File: config.mk
export PLATFORM = sky130hd
export DESIGN_NAME = mandelbrot_smooth_shade_flat
export DESIGN_NICKNAME = d
export VERILOG_FILES = /design/src/rtl/core/mss_pkg.sv /design/src/rtl/core/mss_if.sv /design/src/rtl/core/mss_log2.sv /design/src/rtl/core/mandelbrot_smooth_shade.sv /design/src/flat_wrapper.sv
export SDC_FILE = /design/constraint.sdc
export NUM_CORES = 2
export LEC_CHECK = 0
export BUFFER_PORTS_ARGS = -buffer_cell sky130_fd_sc_hd__buf_2
export CORE_ASPECT_RATIO = 0.8
export CORE_UTILIZATION = 66
export CTS_CLUSTER_DIAMETER = 100
export DETAILED_ROUTE_END_ITERATION = 6
export GPL_ROUTABILITY_DRIVEN = 0
export MAX_ROUTING_LAYER = met4
export PLACE_DENSITY = 0.95
export SYNTH_ARGS = -nofsm -noshare
export SYNTH_HDL_FRONTEND = slang
export SYNTH_SLANG_ARGS = --single-unit
File: constraint.sdc
create_clock -name clk_i -period 20.2 [get_ports clk_i]
set_input_delay 3.03 -clock clk_i [delete_from_list [all_inputs] [get_ports clk_i]]
set_output_delay 3.03 -clock clk_i [all_outputs]
set_load 0.01 [all_outputs]
File: src/rtl/core/mss_pkg.sv
`timescale 1ns / 1ps

package mss_pkg;

  // Field widths
  localparam int unsigned PIX_W   = 10;
  localparam int unsigned LIMIT_W = 10;
  localparam int unsigned SHADE_W = 8;

  localparam logic [LIMIT_W-1:0] LIMIT_RESET = LIMIT_W'(128);
  localparam logic [SHADE_W-1:0] SHADE_MAX   = {SHADE_W{1'b1}};

  // Image size, powers of two
  localparam int unsigned IMAGE_WIDTH  = 1024;
  localparam int unsigned IMAGE_HEIGHT = 1024;

  // Signed Q4.F fixed point for c, z and |z|^2
  localparam int unsigned FRAC_BITS = 28;
  localparam int unsigned Q_W       = FRAC_BITS + 4;

  typedef logic signed [Q_W-1:0] qval_t;
  typedef logic signed [Q_W:0]   qwide_t;

  localparam qval_t Q_MAX  = qval_t'({1'b0, {(Q_W-1){1'b1}}});
  localparam qval_t Q_MIN  = qval_t'({1'b1, {(Q_W-1){1'b0}}});
  localparam qval_t Q_FOUR = qval_t'(Q_W'(4) << FRAC_BITS);

  // 2*pos/size == pos << (F + 1 - log2(size)) for power-of-two sizes
  localparam int unsigned X_SHIFT = FRAC_BITS + 1 - $clog2(IMAGE_WIDTH);
  localparam int unsigned Y_SHIFT = FRAC_BITS + 1 - $clog2(IMAGE_HEIGHT);
  localparam qwide_t CR_OFS = qwide_t'((Q_W+1)'(3) << (FRAC_BITS - 1));
  localparam qwide_t CI_OFS = qwide_t'((Q_W+1)'(1) << FRAC_BITS);

  // Log2 unit: unsigned input with 16 fraction bits, result Q16
  localparam int unsigned LOG_FB     = 16;
  localparam int unsigned LOG_IN_W   = 22;
  localparam int unsigned LOG_EXP_W  = 3;
  localparam int unsigned LOG_OUT_W  = LOG_EXP_W + LOG_FB;
  localparam int unsigned LOG_P_W    = $clog2(LOG_IN_W);
  localparam int unsigned TAB_IDX_W  = 4;
  localparam int unsigned TAB_REM_W  = LOG_FB - TAB_IDX_W;
  localparam int unsigned TAB_VAL_W  = LOG_FB + 1;
  localparam int unsigned TAB_DIFF_W = 13;
  localparam logic [LOG_IN_W-1:0] LOG_ONE = LOG_IN_W'(1) << LOG_FB;

  // Smooth count: mu = (n+1)<<16 - log2(log2|z|^2) + 1 - log2(ln 2)
  localparam int unsigned MU_W    = LIMIT_W + 1 + LOG_FB;
  localparam int unsigned MU_SHR  = 5;
  localparam int unsigned SHADE_SHR = 9;
  localparam logic [MU_W:0] MU_BIAS = (MU_W+1)'(65536 + 34653);

  // Clamp a one-bit-wider sum back into Q4.F
  function automatic qval_t sat_q(input qwide_t v);
    if (v[Q_W] != v[Q_W-1]) begin
      sat_q = v[Q_W] ? Q_MIN : Q_MAX;
    end else begin
      sat_q = qval_t'(v[Q_W-1:0]);
    end
  endfunction

  function automatic qval_t sat_add(input qval_t a, input qval_t b);
    sat_add = sat_q(qwide_t'({a[Q_W-1], a}) + qwide_t'({b[Q_W-1], b}));
  endfunction

  function automatic logic [Q_W-1:0] q_mag(input qval_t v);
    q_mag = v[Q_W-1] ? Q_W'(-v) : Q_W'(v);
  endfunction

  // Magnitude product -> truncate toward zero, saturate, apply sign
  function automatic qval_t prod_to_q(input logic [2*Q_W-1:0] mag, input logic neg);
    logic [2*Q_W-1:0] m;
    qval_t r;
    m = mag >> FRAC_BITS;
    r = qval_t'({1'b0, m[Q_W-2:0]});
    if (|m[2*Q_W-1:Q_W-1]) begin
      prod_to_q = neg ? Q_MIN : Q_MAX;
    end else begin
      prod_to_q = neg ? qval_t'(-r) : r;
    end
  endfunction

  function automatic qval_t coord_map(input logic [PIX_W-1:0] pos, input int unsigned shift,
                                      input qwide_t ofs);
    qwide_t v;
    v = qwide_t'((Q_W+1)'(pos) << shift);
    coord_map = sat_q(v - ofs);
  endfunction

  // log2(1 + k/16) in Q16
  function automatic logic [TAB_VAL_W-1:0] log_tab(input logic [TAB_IDX_W:0] idx);
    unique case (idx)
      5'd0:    log_tab = 17'd0;
      5'd1:    log_tab = 17'd5732;
      5'd2:    log_tab = 17'd11136;
      5'd3:    log_tab = 17'd16248;
      5'd4:    log_tab = 17'd21098;
      5'd5:    log_tab = 17'd25711;
      5'd6:    log_tab = 17'd30109;
      5'd7:    log_tab = 17'd34312;
      5'd8:    log_tab = 17'd38336;
      5'd9:    log_tab = 17'd42196;
      5'd10:   log_tab = 17'd45904;
      5'd11:   log_tab = 17'd49472;
      5'd12:   log_tab = 17'd52911;
      5'd13:   log_tab = 17'd56229;
      5'd14:   log_tab = 17'd59434;
      5'd15:   log_tab = 17'd62534;
      5'd16:   log_tab = 17'd65536;
      default: log_tab = 17'd0;
    endcase
  endfunction

endpackage

File: src/rtl/core/mss_if.sv
`timescale 1ns / 1ps

interface mss_pix_if;
  logic                          valid;
  logic                          ready;
  logic [mss_pkg::PIX_W-1:0]     pixel_x;
  logic [mss_pkg::PIX_W-1:0]     pixel_y;

  modport source (output valid, output pixel_x, output pixel_y, input ready);
  modport sink   (input valid, input pixel_x, input pixel_y, output ready);
endinterface

interface mss_shade_if;
  logic                          valid;
  logic                          ready;
  logic [mss_pkg::SHADE_W-1:0]   shade;
  logic [mss_pkg::LIMIT_W-1:0]   iterations_used;
  logic                          inside_set;

  modport source (output valid, output shade, output iterations_used, output inside_set,
                  input ready);
  modport sink   (input valid, input shade, input iterations_used, input inside_set,
                  output ready);
endinterface

File: src/rtl/core/mss_log2.sv
`timescale 1ns / 1ps

// log2 in Q16 of an unsigned Q16 value >= 1.0: leading-one search,
// 17-entry table on the top mantissa bits, linear interpolation below.
module mss_log2 (
  input  logic [mss_pkg::LOG_IN_W-1:0]  val_i,
  output logic [mss_pkg::LOG_OUT_W-1:0] log_o
);

  logic [mss_pkg::LOG_P_W-1:0]      msb;
  logic                             found;
  logic [mss_pkg::LOG_IN_W-1:0]     norm;
  logic [mss_pkg::TAB_IDX_W-1:0]    idx;
  logic [mss_pkg::TAB_REM_W-1:0]    rem;
  logic [mss_pkg::TAB_VAL_W-1:0]    base;
  logic [mss_pkg::TAB_VAL_W-1:0]    nxt;
  logic [mss_pkg::TAB_DIFF_W-1:0]   diff;
  logic [mss_pkg::TAB_DIFF_W+mss_pkg::TAB_REM_W-1:0] ip;
  logic [mss_pkg::LOG_FB-1:0]       frac;

  always_comb begin
    msb   = '0;
    found = 1'b0;
    for (int i = 0; i < mss_pkg::LOG_IN_W; i++) begin
      if (val_i[i]) begin
        msb   = mss_pkg::LOG_P_W'(i);
        found = 1'b1;
      end
    end
  end

  always_comb begin
    norm = val_i >> (msb - mss_pkg::LOG_P_W'(mss_pkg::LOG_FB));
    idx  = norm[mss_pkg::LOG_FB-1 -: mss_pkg::TAB_IDX_W];
    rem  = norm[mss_pkg::TAB_REM_W-1:0];
    base = mss_pkg::log_tab({1'b0, idx});
    nxt  = mss_pkg::log_tab({1'b0, idx} + 5'd1);
    diff = mss_pkg::TAB_DIFF_W'(nxt - base);
    ip   = $bits(ip)'(diff) * $bits(ip)'(rem);
    frac = mss_pkg::LOG_FB'(base + mss_pkg::TAB_VAL_W'(ip >> mss_pkg::TAB_REM_W));
    if (found && (msb >= mss_pkg::LOG_P_W'(mss_pkg::LOG_FB))) begin
      log_o = {mss_pkg::LOG_EXP_W'(msb - mss_pkg::LOG_P_W'(mss_pkg::LOG_FB)), frac};
    end else begin
      log_o = '0;
    end
  end

endmodule

File: src/rtl/core/mandelbrot_smooth_shade.sv
// Mandelbrot escape-time shader with smooth log-scaled shading. Each request
// on pix_i is one pixel; it maps to c = (2x/1024 - 1.5) + i(2y/1024 - 1) in
// signed Q4.28 and the block iterates z = z*z + c from z = c until |z|^2 >= 4
// or iteration_limit iterations have run (limit written through cfg_we_i /
// cfg_wdata_i, 128 after reset; the user must write it only while the block
// is idle, the block itself does not enforce this). One result request
// leaves on shade_o per pixel: the shade byte, the iteration count and
// inside_set, which is 1 (with shade 255) for points that never escape. All
// complex arithmetic goes through one 32x32 multiplier, three products (zr^2,
// zi^2, zr*zi) per iteration; an escaped point then runs the log shading
// states ST_LMAG, ST_LLG and ST_LMU. Every point ends in ST_EMIT and returns
// to ST_IDLE to take the next pixel. The block takes one pixel at a time;
// pix_i.ready is high only when it is idle, and a finished result waits in
// the output register while the next pixel is already being worked on.
`timescale 1ns / 1ps

module mandelbrot_smooth_shade (
  input  logic                          clk_i,
  input  logic                          rst_ni,
  input  logic                          cfg_we_i,
  input  logic [mss_pkg::LIMIT_W-1:0]   cfg_wdata_i,
  mss_pix_if.sink                       pix_i,
  mss_shade_if.source                   shade_o
);

  typedef enum logic [2:0] {
    ST_IDLE,   // waiting for a pixel
    ST_RR,     // issue zr*zr, retire zr*zi into zi
    ST_II,     // issue zi*zi, retire zr*zr
    ST_RI,     // issue zr*zi, retire zi*zi, escape / limit test
    ST_LMAG,   // log2 |z|^2
    ST_LLG,    // log2 log2 |z|^2 -> smooth count mu
    ST_LMU,    // log2 (mu/32 + 1) -> shade
    ST_EMIT    // move result to output register
  } state_e;

  state_e state_q;

  // Configuration
  logic [mss_pkg::LIMIT_W-1:0] limit_q;

  // Iteration datapath
  mss_pkg::qval_t cr_q, ci_q, zr_q, zi_q, rr_q, mag2_q;
  logic                          first_q;
  logic [mss_pkg::LIMIT_W-1:0]   n_q;

  // Shared multiplier: operand select, magnitude product register
  mss_pkg::qval_t                mul_a, mul_b;
  logic [2*mss_pkg::Q_W-1:0]     prod_mag_q;
  logic                          prod_neg_q;
  mss_pkg::qval_t                prod_val;

  mss_pkg::qval_t                zr_d, zi_d, mag2_d;
  logic                          escape, at_limit;

  // Log shading
  logic [mss_pkg::LOG_IN_W-1:0]  log_in;
  logic [mss_pkg::LOG_OUT_W-1:0] log_out;
  logic [mss_pkg::LOG_OUT_W-1:0] lg_q;
  logic [mss_pkg::MU_W-1:0]      mu_q, mu_d;
  logic [mss_pkg::MU_W:0]        mu_raw;
  logic [mss_pkg::LIMIT_W:0]     n_inc;
  logic [mss_pkg::LOG_OUT_W-mss_pkg::SHADE_SHR-1:0] shade_wide;
  logic [mss_pkg::SHADE_W-1:0]   shade_d;

  // Pending result and output register
  logic [mss_pkg::SHADE_W-1:0]   res_shade_q;
  logic                          res_inside_q;
  logic                          out_valid_q;
  logic [mss_pkg::SHADE_W-1:0]   out_shade_q;
  logic [mss_pkg::LIMIT_W-1:0]   out_iter_q;
  logic                          out_inside_q;
  logic                          out_free;

  assign pix_i.ready             = (state_q == ST_IDLE);
  assign shade_o.valid           = out_valid_q;
  assign shade_o.shade           = out_shade_q;
  assign shade_o.iterations_used = out_iter_q;
  assign shade_o.inside_set      = out_inside_q;

  assign out_free = !out_valid_q || shade_o.ready;

  // ---------------------------------------------------------------------
  // Multiplier operand select by phase
  // ---------------------------------------------------------------------
  always_comb begin
    unique case (state_q)
      ST_II:   begin mul_a = zi_q; mul_b = zi_q; end
      ST_RI:   begin mul_a = zr_q; mul_b = zi_q; end
      default: begin mul_a = zr_q; mul_b = zr_q; end
    endcase
  end

  assign prod_val = mss_pkg::prod_to_q(prod_mag_q, prod_neg_q);

  // In ST_RI prod_val is zi^2, in ST_RR (after the first round) it is zr*zi
  assign mag2_d   = mss_pkg::sat_add(rr_q, prod_val);
  assign zr_d     = mss_pkg::sat_add(mss_pkg::sat_add(rr_q, mss_pkg::qval_t'(-prod_val)), cr_q);
  assign zi_d     = mss_pkg::sat_add(mss_pkg::sat_add(prod_val, prod_val), ci_q);
  assign escape   = (mag2_d >= mss_pkg::Q_FOUR);
  assign at_limit = (n_q >= limit_q);

  // ---------------------------------------------------------------------
  // Shared log2 unit, three uses per escaped pixel
  // ---------------------------------------------------------------------
  always_comb begin
    unique case (state_q)
      ST_LLG:  log_in = mss_pkg::LOG_IN_W'(lg_q);
      ST_LMU:  log_in = mss_pkg::LOG_IN_W'(mu_q >> mss_pkg::MU_SHR) + mss_pkg::LOG_ONE;
      default: log_in = mss_pkg::LOG_IN_W'(unsigned'(mag2_q) >>
                                           (mss_pkg::FRAC_BITS - mss_pkg::LOG_FB));
    endcase
  end

  mss_log2 u_log2 (
    .val_i (log_in),
    .log_o (log_out)
  );

  // mu = (n+1) + 1 - log2(ln 2) - log2(log2 |z|^2), kept non-negative
  always_comb begin
    n_inc  = {1'b0, n_q} + (mss_pkg::LIMIT_W+1)'(1);
    mu_raw = (mss_pkg::MU_W+1)'({n_inc, {mss_pkg::LOG_FB{1'b0}}}) + mss_pkg::MU_BIAS
             - (mss_pkg::MU_W+1)'(log_out);
    mu_d   = mu_raw[mss_pkg::MU_W] ? '0 : mu_raw[mss_pkg::MU_W-1:0];
  end

  always_comb begin
    shade_wide = log_out[mss_pkg::LOG_OUT_W-1:mss_pkg::SHADE_SHR];
    if (shade_wide > $bits(shade_wide)'(mss_pkg::SHADE_MAX)) begin
      shade_d = mss_pkg::SHADE_MAX;
    end else begin
      shade_d = mss_pkg::SHADE_W'(shade_wide);
    end
  end

  // ---------------------------------------------------------------------
  // Sequencer, configuration and output register
  // ---------------------------------------------------------------------
  always_ff @(posedge clk_i or negedge rst_ni) begin
    if (!rst_ni) begin
      state_q      <= ST_IDLE;
      limit_q      <= mss_pkg::LIMIT_RESET;
      out_valid_q  <= 1'b0;
      out_shade_q  <= '0;
      out_iter_q   <= '0;
      out_inside_q <= 1'b0;
    end else begin
      if (cfg_we_i) begin
        limit_q <= cfg_wdata_i;
      end

      unique case (state_q)
        ST_IDLE: begin
          if (pix_i.valid) begin
            state_q <= ST_RR;
          end
        end
        ST_RR:   state_q <= ST_II;
        ST_II:   state_q <= ST_RI;
        ST_RI: begin
          if (escape) begin
            state_q <= ST_LMAG;
          end else if (at_limit) begin
            state_q <= ST_EMIT;
          end else begin
            state_q <= ST_RR;
          end
        end
        ST_LMAG: state_q <= ST_LLG;
        ST_LLG:  state_q <= ST_LMU;
        ST_LMU:  state_q <= ST_EMIT;
        ST_EMIT: begin
          if (out_free) begin
            state_q <= ST_IDLE;
          end
        end
        default: state_q <= ST_IDLE;
      endcase

      if ((state_q == ST_EMIT) && out_free) begin
        out_valid_q  <= 1'b1;
        out_shade_q  <= res_shade_q;
        out_iter_q   <= n_q;
        out_inside_q <= res_inside_q;
      end else if (shade_o.ready) begin
        out_valid_q  <= 1'b0;
      end
    end
  end

  // ---------------------------------------------------------------------
  // Datapath registers
  // ---------------------------------------------------------------------
  always_ff @(posedge clk_i) begin
    prod_mag_q <= (2*mss_pkg::Q_W)'(mss_pkg::q_mag(mul_a)) *
                  (2*mss_pkg::Q_W)'(mss_pkg::q_mag(mul_b));
    prod_neg_q <= mul_a[mss_pkg::Q_W-1] ^ mul_b[mss_pkg::Q_W-1];

    unique case (state_q)
      ST_IDLE: begin
        cr_q    <= mss_pkg::coord_map(pix_i.pixel_x, mss_pkg::X_SHIFT, mss_pkg::CR_OFS);
        ci_q    <= mss_pkg::coord_map(pix_i.pixel_y, mss_pkg::Y_SHIFT, mss_pkg::CI_OFS);
        zr_q    <= mss_pkg::coord_map(pix_i.pixel_x, mss_pkg::X_SHIFT, mss_pkg::CR_OFS);
        zi_q    <= mss_pkg::coord_map(pix_i.pixel_y, mss_pkg::Y_SHIFT, mss_pkg::CI_OFS);
        n_q     <= '0;
        first_q <= 1'b1;
      end
      ST_RR: begin
        // zr*zi of the previous round lands here; zi*zi is issued next
        if (!first_q) begin
          zi_q <= zi_d;
        end
        first_q <= 1'b0;
      end
      ST_II: begin
        rr_q <= prod_val;
      end
      ST_RI: begin
        mag2_q <= mag2_d;
        if (!escape && at_limit) begin
          res_shade_q  <= mss_pkg::SHADE_MAX;
          res_inside_q <= 1'b1;
        end else if (!escape) begin
          n_q  <= n_q + mss_pkg::LIMIT_W'(1);
          zr_q <= zr_d;
        end
      end
      ST_LMAG: lg_q <= log_out;
      ST_LLG:  mu_q <= mu_d;
      ST_LMU: begin
        res_shade_q  <= shade_d;
        res_inside_q <= 1'b0;
      end
      default: begin
      end
    endcase
  end

endmodule

File: src/flat_wrapper.sv
// flat-port wrapper written by rule: the top's interface ports become plain ports
module mandelbrot_smooth_shade_flat 
  (clk_i, rst_ni, cfg_we_i, cfg_wdata_i, pix_i_valid, pix_i_pixel_x, pix_i_pixel_y, pix_i_ready, shade_o_valid, shade_o_shade, shade_o_iterations_used, shade_o_inside_set, shade_o_ready);
  mss_pix_if pix_i_i ();
  mss_shade_if shade_o_i ();
  input  logic clk_i;
  input  logic rst_ni;
  input  logic cfg_we_i;
  input  logic [mss_pkg::LIMIT_W-1:0] cfg_wdata_i;
  input wire logic [$bits(pix_i_i.valid)-1:0] pix_i_valid;
  input wire logic [$bits(pix_i_i.pixel_x)-1:0] pix_i_pixel_x;
  input wire logic [$bits(pix_i_i.pixel_y)-1:0] pix_i_pixel_y;
  output wire logic [$bits(pix_i_i.ready)-1:0] pix_i_ready;
  output wire logic [$bits(shade_o_i.valid)-1:0] shade_o_valid;
  output wire logic [$bits(shade_o_i.shade)-1:0] shade_o_shade;
  output wire logic [$bits(shade_o_i.iterations_used)-1:0] shade_o_iterations_used;
  output wire logic [$bits(shade_o_i.inside_set)-1:0] shade_o_inside_set;
  input wire logic [$bits(shade_o_i.ready)-1:0] shade_o_ready;
  assign pix_i_i.valid = pix_i_valid;
  assign pix_i_i.pixel_x = pix_i_pixel_x;
  assign pix_i_i.pixel_y = pix_i_pixel_y;
  assign pix_i_ready = pix_i_i.ready;
  assign shade_o_valid = shade_o_i.valid;
  assign shade_o_shade = shade_o_i.shade;
  assign shade_o_iterations_used = shade_o_i.iterations_used;
  assign shade_o_inside_set = shade_o_i.inside_set;
  assign shade_o_i.ready = shade_o_ready;
  mandelbrot_smooth_shade u_core (.clk_i(clk_i), .rst_ni(rst_ni), .cfg_we_i(cfg_we_i), .cfg_wdata_i(cfg_wdata_i), .pix_i(pix_i_i), .shade_o(shade_o_i));
endmodule
==> flow_summary.json <==
{
  "grt_max_degree": 82,
  "grt_pass1_wl_mm": 296,
  "yosysWarnings": 0,
  "vias_per_cell": 6.68,
  "synth_area_leader_cell": "fa_1",
  "drc": 518,
  "area_growth_pct": 4.50,
  "r2r-end": "u_core.mu_q[15]$_SDFFCE_PP0N_",
  "synth_nets": 8161,
  "vias": 51600,
  "crit_start": "u_core.state_q[0]$_DFFE_PN0P_",
  "drive_above_1_share_pct": 5.61,
  "crit_arrival_ns": 19.40,
  "synth.area.top_cells": "fa_1 35%, ha_1 10%, edfxtp_1 10%",
  "outcome": "finished, violations left",
  "async_flop_share_pct": 12.3,
  "fin_crit_ns": 19.11,
  "antenna_found_initial": 11,
  "violations": "design-rule violations",
  "drt-pass1-iter-count": 7,
  "synth.most_common_cell": "inv_1",
  "ctsHtreeMaxLevel": 1,
  "fin_nets": 8037,
  "fmax_mhz": 52.3,
  "fin_skew_ns": 0.0360,
  "clock_latency_ns": 0.60,
  "die_x_um": 334,
  "clock-root-buffer": "clkbuf_16",
  "cts_tree": "done",
  "r2r_setup_slack_ns": 1.09,
  "fin_util_pct": 69.6,
  "grt_usage_pct": 44.2,
  "ys_seq_area_share_pct": 12.9,
  "drt_iter0_markers": 9010,
  "finalSetupViolCount": 0,
  "finalWorstSetupSlack_ns": 1.09,
  "cp_max_fo": 81,
  "cts_made_buffers": 26,
  "fillers": 5461,
  "clk_pin_slew_worst_paths_ns": 0.07,
  "start_util_pct": 66.6,
  "cp-start-kind": "flop",
  "yosysUniqueCellTypes": 106,
  "rows": 97,
  "synth_top_area_share_pct": 34.7,
  "cts_max_path_buffers": 3,
  "synth_top_cells_by_count": "1250 x inv_1, 1061 x nand2_1, 1010 x fa_1",
  "pre_cts_ws_ns": 1.23,
  "cts_sinks": 268,
  "placed_cell_area_mm2": 0.0599,
  "die_area_mm2": 0.0894,
  "synth_area_mm2": 0.0582,
  "die_h_um": 268,
  "worst_pin_slew_ns": 1.26,
  "finalSetupTns_ns": 0,
  "io_buffers": 55,
  "finalWirelength_mm": 188,
  "synth_cells": 6628,
  "grt_pass1_vias": 55500,
  "hpwl_mm": 133,
  "cts_setup_buffers": 0,
  "rsz0062_at_grt": "false",
  "cp-end-kind": "flop",
  "grt_overflow_total": 0,
  "syn_avg_cell_area_um2": 8.79,
  "synth_edf_count": 198,
  "slowest_stage": "dfrtp_4",
  "slowest_delay_ns": 0.90,
  "fin_area_mm2": 0.0609,
  "crit_top_cell": "a21o_1",
  "fin_crit_sh_pct": 94.6,
  "cp-endpoint": "u_core.mu_q[15]$_SDFFCE_PP0N_",
  "pin_count": 56,
  "r2r_cells": 62,
  "core_mm2": 0.0875,
  "slew_viol_final": 0,
  "ys_seq_elements": 268,
  "wl_per_cell_um": 24.3,
  "hold_violations": 0,
  "hold_class": "reg -> reg",
  "maxCapViolations": 0,
  "critPathKind": "reg -> reg",
  "maxSlewHeadroom_pct": 15.5,
  "r2r-start": "u_core.state_q[0]$_DFFE_PN0P_",
  "antenna_left": 0,
  "synth_top_flop_cell": "edfxtp_1",
  "critical_path_required_ns": 20.49
}
metrics by stage:
| step | cells | hold slack [ns] |
|---|---|---|
| 3_5_place_dp | 7664 | 0.462 |
| 3_3_place_gp | 7664 | 0.458 |
| 5_1_grt | 7722 | 0.500 |
| 6_report | 7725 | 0.483 |
| 2_1_floorplan | 6628 | 0.454 |
| 4_1_cts | 7712 | 0.486 |
cells by family (layout without fill, tap and decap cells):
group / after synthesis / count (layout) / share of synthesized area [%]
compound gates: 871 / 871 / 9.69
xor+xnor: 275 / 275 / 4.18
fa+ha+maj: 1507 / 1507 / 45.4
buf+inv: 1559 / 1455 / 10.3
flops: 268 / 268 / 12.9
mux: 103 / 103 / 1.83
other cells: 0 / 13 / 0
simple gates: 2045 / 2045 / 15.8
critical path: cells and delay by family, from the launching register on:
kind / cells / cell delay [ns]
and+or+nand+nor: 14 / 3.05
adders and majority gates: 9 / 3.61
AOI/OAI and AO/OA: 27 / 7.48
buffers and inverters: 7 / 1.39
xor gates and xnor gates: 5 / 2.33
DFF: 1 / 0.90
timing repair:
item,in CTS,in global routing
endpoints found under the setup margin,0,22
hold buffers,0,0
gates resized for setup,0,2
endpoints found under the hold margin,0,0
routing by layer:
metal  track usage [%]  share of wire (%)  routed length [µm]  vias up
met4              28.3                8.8               16600        0
met3              18.4                 18               33600     1846
met2              64.4                 42               79700     5117
met1              50.3                 31               58100    24200
met5                 -                  0                   0        -
li1                  -                  -                   -    20500
how the worst min path moves through the flow:
| stage | start | end | cells past startpoint |
|---|---|---|---|
| 3_5_place_dp | u_core.res_shade_q[6]$_SDFFCE_PN1P_ | u_core.shade_o.shade[6]$_DFFE_PN0P_ | 1 |
| 6_report | u_core.res_shade_q[6]$_SDFFCE_PN1P_ | u_core.shade_o.shade[6]$_DFFE_PN0P_ | 1 |
| 5_1_grt | u_core.res_shade_q[7]$_SDFFCE_PN1P_ | u_core.shade_o.shade[7]$_DFFE_PN0P_ | 1 |
| 4_1_cts | u_core.res_shade_q[6]$_SDFFCE_PN1P_ | u_core.shade_o.shade[6]$_DFFE_PN0P_ | 1 |
| 3_3_place_gp | u_core.res_shade_q[4]$_SDFFCE_PN1P_ | u_core.shade_o.shade[4]$_DFFE_PN0P_ | 1 |
| 2_1_floorplan | u_core.res_inside_q$_DFFE_PP_ | u_core.shade_o.inside_set$_DFFE_PN0P_ | 1 |
layout by cell type (no fill, tap or decap), drive strengths merged, types with 10 or more instances in the layout:
cell	n
inv	1258
nand2	1063
fa	1010
ha	488
nor2	363
a21oi	241
o21ai	228
edfxtp	198
xnor2	174
buf	150
and2	145
nor2b	116
a21o	107
xor2	101
nor3	95
mux2i	78
nand2b	58
nand3	50
a31oi	46
or3	39
dfxtp	37
o21a	37
clkbuf	35
o21bai	32
dfrtp	32
and3	25
mux2	25
a211oi	24
or2	23
nand4	21
nor3b	19
o221ai	17
o22ai	16
o31ai	16
o211ai	14
diode	13
clkinv	11
nor4	10
flip-flops by register name, summed over array words and instances, names as in the netlist, 3 cells and up:
signal                          flops
u_core.ci_q                        10
u_core.cr_q                        11
u_core.lg_q                        19
u_core.limit_q                     10
u_core.mag2_q                      20
u_core.mu_q                        22
u_core.n_q                         10
u_core.prod_mag_q                  36
u_core.res_shade_q                  8
u_core.rr_q                        32
u_core.shade_o.iterations_used     10
u_core.shade_o.shade                8
u_core.state_q                      3
u_core.zi_q                        32
u_core.zr_q                        32
area by class of cell:
class                   instances  area, µm²  area share, %
diodes                         13       32.5         0.0534
clock inverters                13        111          0.183
well taps                    1188       1490           2.44
flip-flops and latches        268       7520           12.4
repair buffers                150        988           1.62
clock buffers                  35        772           1.27
multi-input cells            4801      45200           74.3
inverters                    1257       4720           7.75
Power is not shown: default switching activity piles up to over one toggle a cycle in this logic, so the estimate is an artifact.
